`config.mk`:
```
export PLATFORM = sky130hd
export DESIGN_NAME = priority_queue_over_lifo_scheduler_top
export DESIGN_NICKNAME = d
export VERILOG_FILES = /design/src/sv/pqls_pkg.sv /design/src/sv/pqls_front.sv /design/src/sv/pqls_back.sv /design/src/sv/priority_queue_over_lifo_scheduler_top.sv
export SDC_FILE = /design/constraint.sdc
export NUM_CORES = 2
export LEC_CHECK = 0
export BUFFER_PORTS_ARGS = -buffer_cell sky130_fd_sc_hd__buf_4
export CORE_MARGIN = 8
export CORE_UTILIZATION = 61
export DETAILED_ROUTE_END_ITERATION = 8
export PLACE_DENSITY = 0.78
export SLEW_MARGIN = 20
export SYNTH_ARGS = -nofsm -noshare
export SYNTH_HDL_FRONTEND = slang
export SYNTH_SLANG_ARGS = --single-unit
```
`constraint.sdc`:
```
create_clock -name clk -period 14.6 [get_ports clk]
set_input_delay 0.73 -clock clk [delete_from_list [all_inputs] [get_ports clk]]
set_output_delay 0.73 -clock clk [all_outputs]
set_load 0.01 [all_outputs]
```
`src/sv/pqls_pkg.sv`:
```
// Package for the priority queue over LIFO scheduler.
// Field widths, store sizes, command and status codes, entry types.
// No dependencies; used by every module of the block.
package pqls_pkg;

  // Store sizes
  localparam int QUEUE_DEPTH = 16;
  localparam int STACK_DEPTH = 16;
  localparam int QCNT_W      = $clog2(QUEUE_DEPTH + 1);
  localparam int SCNT_W      = $clog2(STACK_DEPTH + 1);
  localparam int SIDX_W      = $clog2(STACK_DEPTH);

  // Field widths
  localparam int OP_W   = 2;
  localparam int TAG_W  = 16;
  localparam int URG_W  = 8;
  localparam int TIME_W = 11;
  localparam int ST_W   = 3;

  // Opcodes on the input side
  localparam logic [OP_W-1:0] OP_PUSH      = 2'd0;
  localparam logic [OP_W-1:0] OP_INSERT    = 2'd1;
  localparam logic [OP_W-1:0] OP_SERVE     = 2'd2;
  localparam logic [OP_W-1:0] OP_SERVE_ALT = 2'd3;

  // Classified command kind
  typedef enum logic [1:0] {
    KIND_PUSH,
    KIND_INSERT,
    KIND_SERVE
  } kind_t;

  // Result status
  typedef enum logic [ST_W-1:0] {
    ST_LANDED   = 3'd0,
    ST_DEPARTED = 3'd1,
    ST_EMPTY    = 3'd2,
    ST_ACCEPTED = 3'd3,
    ST_FULL     = 3'd4
  } status_t;

  // Command passed from front to back
  typedef struct packed {
    kind_t              kind;
    logic [TAG_W-1:0]   tag;
    logic [URG_W-1:0]   urg;
    logic [TIME_W-1:0]  minute;
  } cmd_t;

  // Sorted arrival queue entry
  typedef struct packed {
    logic [TAG_W-1:0]   tag;
    logic [URG_W-1:0]   urg;
    logic [TIME_W-1:0]  minute;
  } qentry_t;

  // Departure stack entry
  typedef struct packed {
    logic [TAG_W-1:0]   tag;
    logic [TIME_W-1:0]  minute;
  } sentry_t;

endpackage

```
`src/sv/pqls_front.sv`:
```
// Front end: accepts input beats, decodes the opcode into a command kind
// and buffers commands in a two-entry FIFO toward the back end. Uses pqls_pkg.
module pqls_front (
  input  logic                         clk,
  input  logic                         rst,
  input  logic                         in_valid,
  output logic                         in_ready,
  input  logic [pqls_pkg::OP_W-1:0]    opcode,
  input  logic [pqls_pkg::TAG_W-1:0]   flight_tag,
  input  logic [pqls_pkg::URG_W-1:0]   urgency,
  input  logic [pqls_pkg::TIME_W-1:0]  event_time,
  output logic                         cmd_valid,
  input  logic                         cmd_ready,
  output pqls_pkg::cmd_t               cmd
);

  localparam int FIFO_DEPTH = 2;
  localparam int PTR_W      = $clog2(FIFO_DEPTH);
  localparam int CNT_W      = $clog2(FIFO_DEPTH + 1);

  pqls_pkg::cmd_t     fifo_mem [FIFO_DEPTH];
  logic [PTR_W-1:0]   wr_ptr, wr_ptr_next;
  logic [PTR_W-1:0]   rd_ptr, rd_ptr_next;
  logic [CNT_W-1:0]   fcount, fcount_next;
  pqls_pkg::kind_t    kind;
  logic               push, pop;

  // Opcode decode; the high opcode bit alone selects serve
  always_comb begin
    unique case (opcode) inside
      pqls_pkg::OP_PUSH:                         kind = pqls_pkg::KIND_PUSH;
      pqls_pkg::OP_INSERT:                       kind = pqls_pkg::KIND_INSERT;
      pqls_pkg::OP_SERVE, pqls_pkg::OP_SERVE_ALT: kind = pqls_pkg::KIND_SERVE;
      default:                                   kind = pqls_pkg::KIND_SERVE;
    endcase
  end

  // Handshakes
  assign in_ready  = (fcount != CNT_W'(FIFO_DEPTH));
  assign cmd_valid = (fcount != '0);
  assign push      = in_valid && in_ready;
  assign pop       = cmd_valid && cmd_ready;
  assign cmd       = fifo_mem[rd_ptr];

  // Pointer and fill bookkeeping
  always_comb begin
    wr_ptr_next = wr_ptr;
    rd_ptr_next = rd_ptr;
    fcount_next = fcount;
    if (push) begin
      wr_ptr_next = (wr_ptr == PTR_W'(FIFO_DEPTH - 1)) ? '0 : wr_ptr + 1'b1;
    end
    if (pop) begin
      rd_ptr_next = (rd_ptr == PTR_W'(FIFO_DEPTH - 1)) ? '0 : rd_ptr + 1'b1;
    end
    if (push && !pop) begin
      fcount_next = fcount + 1'b1;
    end else if (pop && !push) begin
      fcount_next = fcount - 1'b1;
    end
  end

  always_ff @(posedge clk) begin
    if (rst) begin
      wr_ptr <= '0;
      rd_ptr <= '0;
      fcount <= '0;
    end else begin
      wr_ptr <= wr_ptr_next;
      rd_ptr <= rd_ptr_next;
      fcount <= fcount_next;
    end
  end

  // FIFO storage, payload only
  always_ff @(posedge clk) begin
    if (push) begin
      fifo_mem[wr_ptr] <= '{kind: kind, tag: flight_tag, urg: urgency, minute: event_time};
    end
  end

  // Fill level never exceeds the FIFO size
  a_fifo_bound: assert property (@(posedge clk) disable iff (rst)
    fcount <= CNT_W'(FIFO_DEPTH))
    else $error("command FIFO overfilled");

endmodule

```
`src/sv/pqls_back.sv`:
```
// Back end: executes commands against the sorted arrival queue (shift cells)
// and the departure stack (memory with cached top), registers one result.
// Uses pqls_pkg.
module pqls_back (
  input  logic                          clk,
  input  logic                          rst,
  input  logic                          cmd_valid,
  output logic                          cmd_ready,
  input  pqls_pkg::cmd_t                cmd,
  output logic                          res_valid,
  input  logic                          res_ready,
  output pqls_pkg::status_t             status,
  output logic [pqls_pkg::TAG_W-1:0]    served_tag,
  output logic [pqls_pkg::URG_W-1:0]    served_urgency,
  output logic [pqls_pkg::TIME_W-1:0]   served_time
);

  localparam int QD = pqls_pkg::QUEUE_DEPTH;
  localparam int SD = pqls_pkg::STACK_DEPTH;

  // Arrival queue cells, slot 0 is the head
  pqls_pkg::qentry_t                cells      [QD];
  pqls_pkg::qentry_t                cells_next [QD];
  logic [pqls_pkg::QCNT_W-1:0]      qcount, qcount_next;
  logic [QD-1:0]                    take;
  pqls_pkg::qentry_t                new_q;

  // Departure stack memory and registered top
  pqls_pkg::sentry_t                stack_mem [SD];
  pqls_pkg::sentry_t                top_q;
  pqls_pkg::sentry_t                s_wdata;
  logic                             s_we;
  logic [pqls_pkg::SIDX_W-1:0]      s_waddr, s_raddr;
  logic [pqls_pkg::SCNT_W-1:0]      scount, scount_next, s_rsum;

  // Result staging
  logic                             exec;
  pqls_pkg::status_t                status_next;
  logic [pqls_pkg::TAG_W-1:0]       tag_next;
  logic [pqls_pkg::URG_W-1:0]       urg_next;
  logic [pqls_pkg::TIME_W-1:0]      time_next;

  assign cmd_ready = !res_valid || res_ready;
  assign exec      = cmd_valid && cmd_ready;
  assign new_q     = '{tag: cmd.tag, urg: cmd.urg, minute: cmd.minute};
  assign s_wdata   = '{tag: cmd.tag, minute: cmd.minute};
  assign s_waddr   = scount[pqls_pkg::SIDX_W-1:0];
  assign s_rsum    = scount_next - pqls_pkg::SCNT_W'(1);
  assign s_raddr   = s_rsum[pqls_pkg::SIDX_W-1:0];

  // Parallel compare: a cell at or past the insert point is empty or
  // holds a strictly lower urgency
  always_comb begin
    for (int i = 0; i < QD; i++) begin
      take[i] = (pqls_pkg::QCNT_W'(i) >= qcount) || (cmd.urg > cells[i].urg);
    end
  end

  // Command execution
  always_comb begin
    cells_next  = cells;
    qcount_next = qcount;
    scount_next = scount;
    s_we        = 1'b0;
    status_next = pqls_pkg::ST_EMPTY;
    tag_next    = '0;
    urg_next    = '0;
    time_next   = '0;
    if (exec) begin
      unique case (cmd.kind)
        pqls_pkg::KIND_SERVE: begin
          if (qcount != '0) begin
            for (int i = 0; i < QD - 1; i++) begin
              cells_next[i] = cells[i + 1];
            end
            qcount_next = qcount - 1'b1;
            status_next = pqls_pkg::ST_LANDED;
            tag_next    = cells[0].tag;
            urg_next    = cells[0].urg;
            time_next   = cells[0].minute;
          end else if (scount != '0) begin
            scount_next = scount - 1'b1;
            status_next = pqls_pkg::ST_DEPARTED;
            tag_next    = top_q.tag;
            time_next   = top_q.minute;
          end
        end
        pqls_pkg::KIND_PUSH: begin
          if (scount == pqls_pkg::SCNT_W'(SD)) begin
            status_next = pqls_pkg::ST_FULL;
          end else begin
            s_we        = 1'b1;
            scount_next = scount + 1'b1;
            status_next = pqls_pkg::ST_ACCEPTED;
          end
        end
        pqls_pkg::KIND_INSERT: begin
          if (qcount == pqls_pkg::QCNT_W'(QD)) begin
            status_next = pqls_pkg::ST_FULL;
          end else begin
            if (take[0]) begin
              cells_next[0] = new_q;
            end
            for (int i = 1; i < QD; i++) begin
              if (take[i]) begin
                cells_next[i] = take[i - 1] ? cells[i - 1] : new_q;
              end
            end
            qcount_next = qcount + 1'b1;
            status_next = pqls_pkg::ST_ACCEPTED;
          end
        end
        default: begin
          status_next = pqls_pkg::ST_EMPTY;
        end
      endcase
    end
  end

  // Counts and result valid
  always_ff @(posedge clk) begin
    if (rst) begin
      qcount    <= '0;
      scount    <= '0;
      res_valid <= 1'b0;
    end else begin
      qcount <= qcount_next;
      scount <= scount_next;
      if (exec) begin
        res_valid <= 1'b1;
      end else if (res_ready) begin
        res_valid <= 1'b0;
      end
    end
  end

  // Queue cells and result payload
  always_ff @(posedge clk) begin
    cells <= cells_next;
    if (exec) begin
      status         <= status_next;
      served_tag     <= tag_next;
      served_urgency <= urg_next;
      served_time    <= time_next;
    end
  end

  // Stack memory; top read is registered with write-first bypass
  always_ff @(posedge clk) begin
    if (s_we) begin
      stack_mem[s_waddr] <= s_wdata;
    end
    top_q <= (s_we && (s_waddr == s_raddr)) ? s_wdata : stack_mem[s_raddr];
  end

  // Checks
  a_qcount_bound: assert property (@(posedge clk) disable iff (rst)
    qcount <= pqls_pkg::QCNT_W'(QD))
    else $error("arrival count beyond queue depth");

  a_scount_bound: assert property (@(posedge clk) disable iff (rst)
    scount <= pqls_pkg::SCNT_W'(SD))
    else $error("departure count beyond stack depth");

  a_head_order: assert property (@(posedge clk) disable iff (rst)
    (qcount >= pqls_pkg::QCNT_W'(2)) |-> (cells[0].urg >= cells[1].urg))
    else $error("queue head out of urgency order");

  a_land_pops: assert property (@(posedge clk) disable iff (rst)
    (exec && (cmd.kind == pqls_pkg::KIND_SERVE) && (qcount != '0))
      |=> (qcount == $past(qcount) - 1'b1) && (status == pqls_pkg::ST_LANDED))
    else $error("serve with waiting arrivals did not land one");

endmodule

```
`src/sv/priority_queue_over_lifo_scheduler_top.sv`:
```
// Top level of the priority queue over LIFO scheduler: stream ports,
// field packing, front end (pqls_front) and back end (pqls_back). Uses pqls_pkg.
//
// Each input beat pushes a departure onto a LIFO stack, inserts an arrival
// into a stable urgency-sorted queue, or asks for service (queue head first,
// then stack top), and yields exactly one result beat. The block takes one
// beat per cycle unless the output stalls: the back end executes any command
// with no busy state, comparing the new urgency against all queue cells in
// parallel and keeping the stack top in a register refreshed from the stack
// memory each cycle. An accepted input beat is held in the two-entry command
// FIFO, and its result in the output register. When the output is stalled
// the FIFO absorbs two more beats before s_tready drops. No clearing pass is
// needed after reset.
module priority_queue_over_lifo_scheduler_top (
  input  logic        clk,
  input  logic        rst,
  input  logic        s_tvalid,
  output logic        s_tready,
  input  logic [39:0] s_tdata,  // flight_tag[15:0], urgency[23:16], event_time[34:24], zero
  input  logic [1:0]  s_tuser,  // opcode[1:0]
  output logic        m_tvalid,
  input  logic        m_tready,
  output logic [39:0] m_tdata,  // served_tag[15:0], served_urgency[23:16],
                                // served_time[34:24], zero
  output logic [2:0]  m_tuser   // status[2:0]
);

  logic                              cmd_valid, cmd_ready;
  pqls_pkg::cmd_t                    cmd;
  pqls_pkg::status_t                 status;
  logic [pqls_pkg::TAG_W-1:0]        served_tag;
  logic [pqls_pkg::URG_W-1:0]        served_urgency;
  logic [pqls_pkg::TIME_W-1:0]       served_time;

  // Decode and buffer
  pqls_front u_front (
    .clk        (clk),
    .rst        (rst),
    .in_valid   (s_tvalid),
    .in_ready   (s_tready),
    .opcode     (s_tuser),
    .flight_tag (s_tdata[15:0]),
    .urgency    (s_tdata[23:16]),
    .event_time (s_tdata[34:24]),
    .cmd_valid  (cmd_valid),
    .cmd_ready  (cmd_ready),
    .cmd        (cmd)
  );

  // Execute against the stores
  pqls_back u_back (
    .clk            (clk),
    .rst            (rst),
    .cmd_valid      (cmd_valid),
    .cmd_ready      (cmd_ready),
    .cmd            (cmd),
    .res_valid      (m_tvalid),
    .res_ready      (m_tready),
    .status         (status),
    .served_tag     (served_tag),
    .served_urgency (served_urgency),
    .served_time    (served_time)
  );

  // Result packing
  assign m_tdata = {5'b0, served_time, served_urgency, served_tag};
  assign m_tuser = status;

endmodule
```
==> results.json <==
{
  "crit_end": "u_back.cells[136]",
  "die_h_um": 310,
  "tns_ns": 0,
  "diodes": 0,
  "grt_pass1_wl_mm": 191,
  "clock_sinks": 1124,
  "cts_buffers": 110,
  "avgSynthCellArea_um2": 14.1,
  "yosys-top-cells-area": "edfxtp_1 63%, o2bb2ai_1 6.1%, mux4_2 5.8%, ha_1 3.4%, mux2i_1 3.4%",
  "cts_setup_buffers": 0,
  "setup-violations-final": 0,
  "coreArea_mm2": 0.0854,
  "ctsResizeCount": 0,
  "hp-start": "s_tdata[3]",
  "die_x_um": 310,
  "arrival_ns": 6.05,
  "synth_edf_count": 1104,
  "synth_top_area_frac": 0.630,
  "ioPinCount": 91,
  "tritoncts": "done",
  "grt_util_all_layers": 0.254,
  "status": "finished, final reports clean",
  "area_growth_pct": 11.0,
  "worstMarginPinSlew_ns": 1.16,
  "vdd_drop_max_uv": 178,
  "grt.overflow.total": 0,
  "hold_violations": 0,
  "numPortBuffers": 80,
  "n_fill_cell": 5768,
  "critPathKind": "reg2reg",
  "slew_headroom": 0.224,
  "whs_ns": 0.212,
  "startpoint_type": "flip-flop",
  "ys_async_sr_fraction": 0,
  "slew_viol_final": 0,
  "place_area_mm2": 0.0542,
  "rsz0062_at_grt": "no",
  "cp_common_cell": "buf_4",
  "post-route-cell-area_mm2": 0.0585,
  "crit_path_end_kind": "flip-flop",
  "post_drt_via_cell_ratio": 6.62,
  "synth_top_area_cell": "edfxtp_1",
  "p_per_area_mw_per_mm2": 231,
  "ys_top_cells_by_count": "1,104 x edfxtp_1, 364 x o2bb2ai_1, 308 x o21ai_0, 303 x nor2_1, 192 x clkbuf_1",
  "drive_above_1_share": 0.153,
  "ctsHtreeMaxLevel": 3,
  "clock_latency_ns": 0.74,
  "drc": 0,
  "setup_slack_ns": 9.12,
  "ff2ff_setup_slack_ns": 9.12,
  "cp_cell_sequence": "buf_4 > mux2i_1 > ha_4 > inv_8 > a31oi_4 > buf_4 > buf_4 > nand2_1 > nor3_1 > a221o_1",
  "antenna_found_initial": 3,
  "grt_max_degree": 142,
  "hold_depth": 1,
  "initial_core_util": 0.616,
  "cpPeakStageDelay_ns": 0.90,
  "routedWlPerCell_um": 25.5,
  "finish.net_count": 3882,
  "p_leak_nw": 19.4,
  "yosysSeqAreaShare": 0.637,
  "r2r-end": "u_back.cells[136]",
  "cts.clk_slew.worst_paths_ns": 0.06,
  "synth-main-ff-cell": "edfxtp_1",
  "cts-root-buf": "clkbuf_16",
  "finClkSkew_ns": 0.0935,
  "rows": 107,
  "synth_cells": 3722,
  "cts_hold_buffers": 0,
  "clk_path_buf_depth": 3,
  "drv_cap": 0,
  "vias": 32600,
  "routed_wl_mm": 126,
  "gp_congestion": 0.808,
  "synth_area_mm2": 0.0526,
  "path_max_fanout": 141,
  "hpwl_mm": 77.7,
  "die_area_mm2": 0.0960,
  "first_global_vias": 32100,
  "synth_most_common_cell": "edfxtp_1",
  "yosys_register_bits": 1124,
  "hp-class": "in2reg",
  "clock.fmax_mhz": 183,
  "first_pass_iters": 6,
  "yosys_warnings": 0,
  "yosys.cell_types.count": 65,
  "r2r_cells": 10,
  "period_needed_ns": 5.48,
  "crit_slowest_cell": "buf_4",
  "place_ws_ns": 9.15,
  "ant_nets": 0,
  "critPathRequiredTime_ns": 15.17,
  "fin_crit_sh": 0.375,
  "drtIter0Drc": 3921
}
## logic make-up (layout without fill, tap and decap cells)
| logic type | after synthesis | count (layout) | share of synthesized area |
|---|---|---|---|
| buffers and inverters | 486 | 539 | 0.0401 |
| adders and majority gates | 144 | 144 | 0.0342 |
| muxes | 384 | 384 | 0.107 |
| and+or+nand+nor | 551 | 551 | 0.0465 |
| other | 1 | 5 | 0.0000712 |
| DFF | 1124 | 1124 | 0.637 |
| xor gates and xnor gates | 12 | 12 | 0.00200 |
| AOI/OAI and AO/OA | 1020 | 1020 | 0.133 |
## worst max-delay path, delay by kind of cell, from the launching register on
kind | cells | cell delay, ns
AO/OA/AOI/OAI | 2 | 0.57
adder cells (fa/ha/maj) | 1 | 0.66
buffers and inverters | 4 | 2.44
flip-flops | 1 | 0.31
multiplexers | 1 | 0.48
AND/OR/NAND/NOR | 2 | 0.71
## worst min-delay path by stage
stage                         endpoint  slack (ns)
2_1_floorplan                flip-flop        0.48
3_3_place_gp          u_back.res_valid        0.49
3_5_place_dp          u_back.res_valid        0.50
4_1_cts        u_front.fifo_mem[0][28]        0.17
5_1_grt        u_front.fifo_mem[0][32]        0.19
6_report       u_front.fifo_mem[1][22]        0.21
## state kept, by name, summed over array words and instances (netlist names), 2 cells and up, named ones only
| register | flops |
|---|---|
| u_back.cells | 560 |
| u_back.stack_mem | 432 |
| u_front.fifo_mem | 74 |
| u_back.served_tag | 16 |
| u_back.served_time | 11 |
| u_back.served_urgency | 8 |
| u_back.qcount | 5 |
| u_back.scount | 5 |
| u_back.status | 3 |
| u_front.fcount | 2 |
## report_power, final
part	internal (mW)	switching [mW]
Clock	1.69	1.27
Sequential	4.91	0.421
Combinational	1.92	3.30
Total	8.53	4.99
## area by class of cell
| cell class | count | area (um2) | area share |
|---|---|---|---|
| Tap cell | 1144 | 1430 | 0.0245 |
| Multi-Input combinational cell | 2116 | 17400 | 0.298 |
| Clock buffer | 134 | 2880 | 0.0493 |
| Sequential cell | 1124 | 33600 | 0.574 |
| Inverter | 185 | 702 | 0.0120 |
| Timing Repair Buffer | 155 | 1600 | 0.0274 |
| Clock inverter | 65 | 846 | 0.0145 |
## per-stage QoR
stage / power (mW) / std cells / utilization
CTS: 13.4 / 4904 / 0.678
finish: 13.5 / 4923 / 0.684
global placement: 10.2 / 4700 / 0.633
floorplan: 9.03 / 3726 / -
detailed placement: 10.4 / 4705 / 0.635
global route: 14.2 / 4923 / 0.684
## routing by layer
| metal | GRT usage | part of all wire |
|---|---|---|
| met5 | 0 | 0.00010 |
| met4 | 0.0618 | 0.022 |
| met3 | 0.0387 | 0.083 |
| met2 | 0.420 | 0.49 |
| met1 | 0.358 | 0.40 |
## placed cells by master, fill, tap and decap left out, drive strengths merged, types with 4 or more instances in the layout
cell type / instances
buf: 155
nor2: 304
clkinvlp: 4
nor2b: 33
a31oi: 4
mux4: 135
dfxtp: 20
inv: 159
a221o: 35
clkbuf: 134
and2: 8
mux2i: 179
a21oi: 80
nand4: 33
xor2: 7
xnor2: 5
bufinv: 16
nand2: 88
o21a: 22
and3: 8
a211oi: 5
o21ai: 370
conb: 5
ha: 144
nand3: 15
mux2: 70
nand2b: 11
or3: 4
o2bb2ai: 364
clkinv: 71
o22ai: 103
edfxtp: 1104
a21o: 23
nor3: 41
No activity file was read; power rests on OpenSTA's default activity.
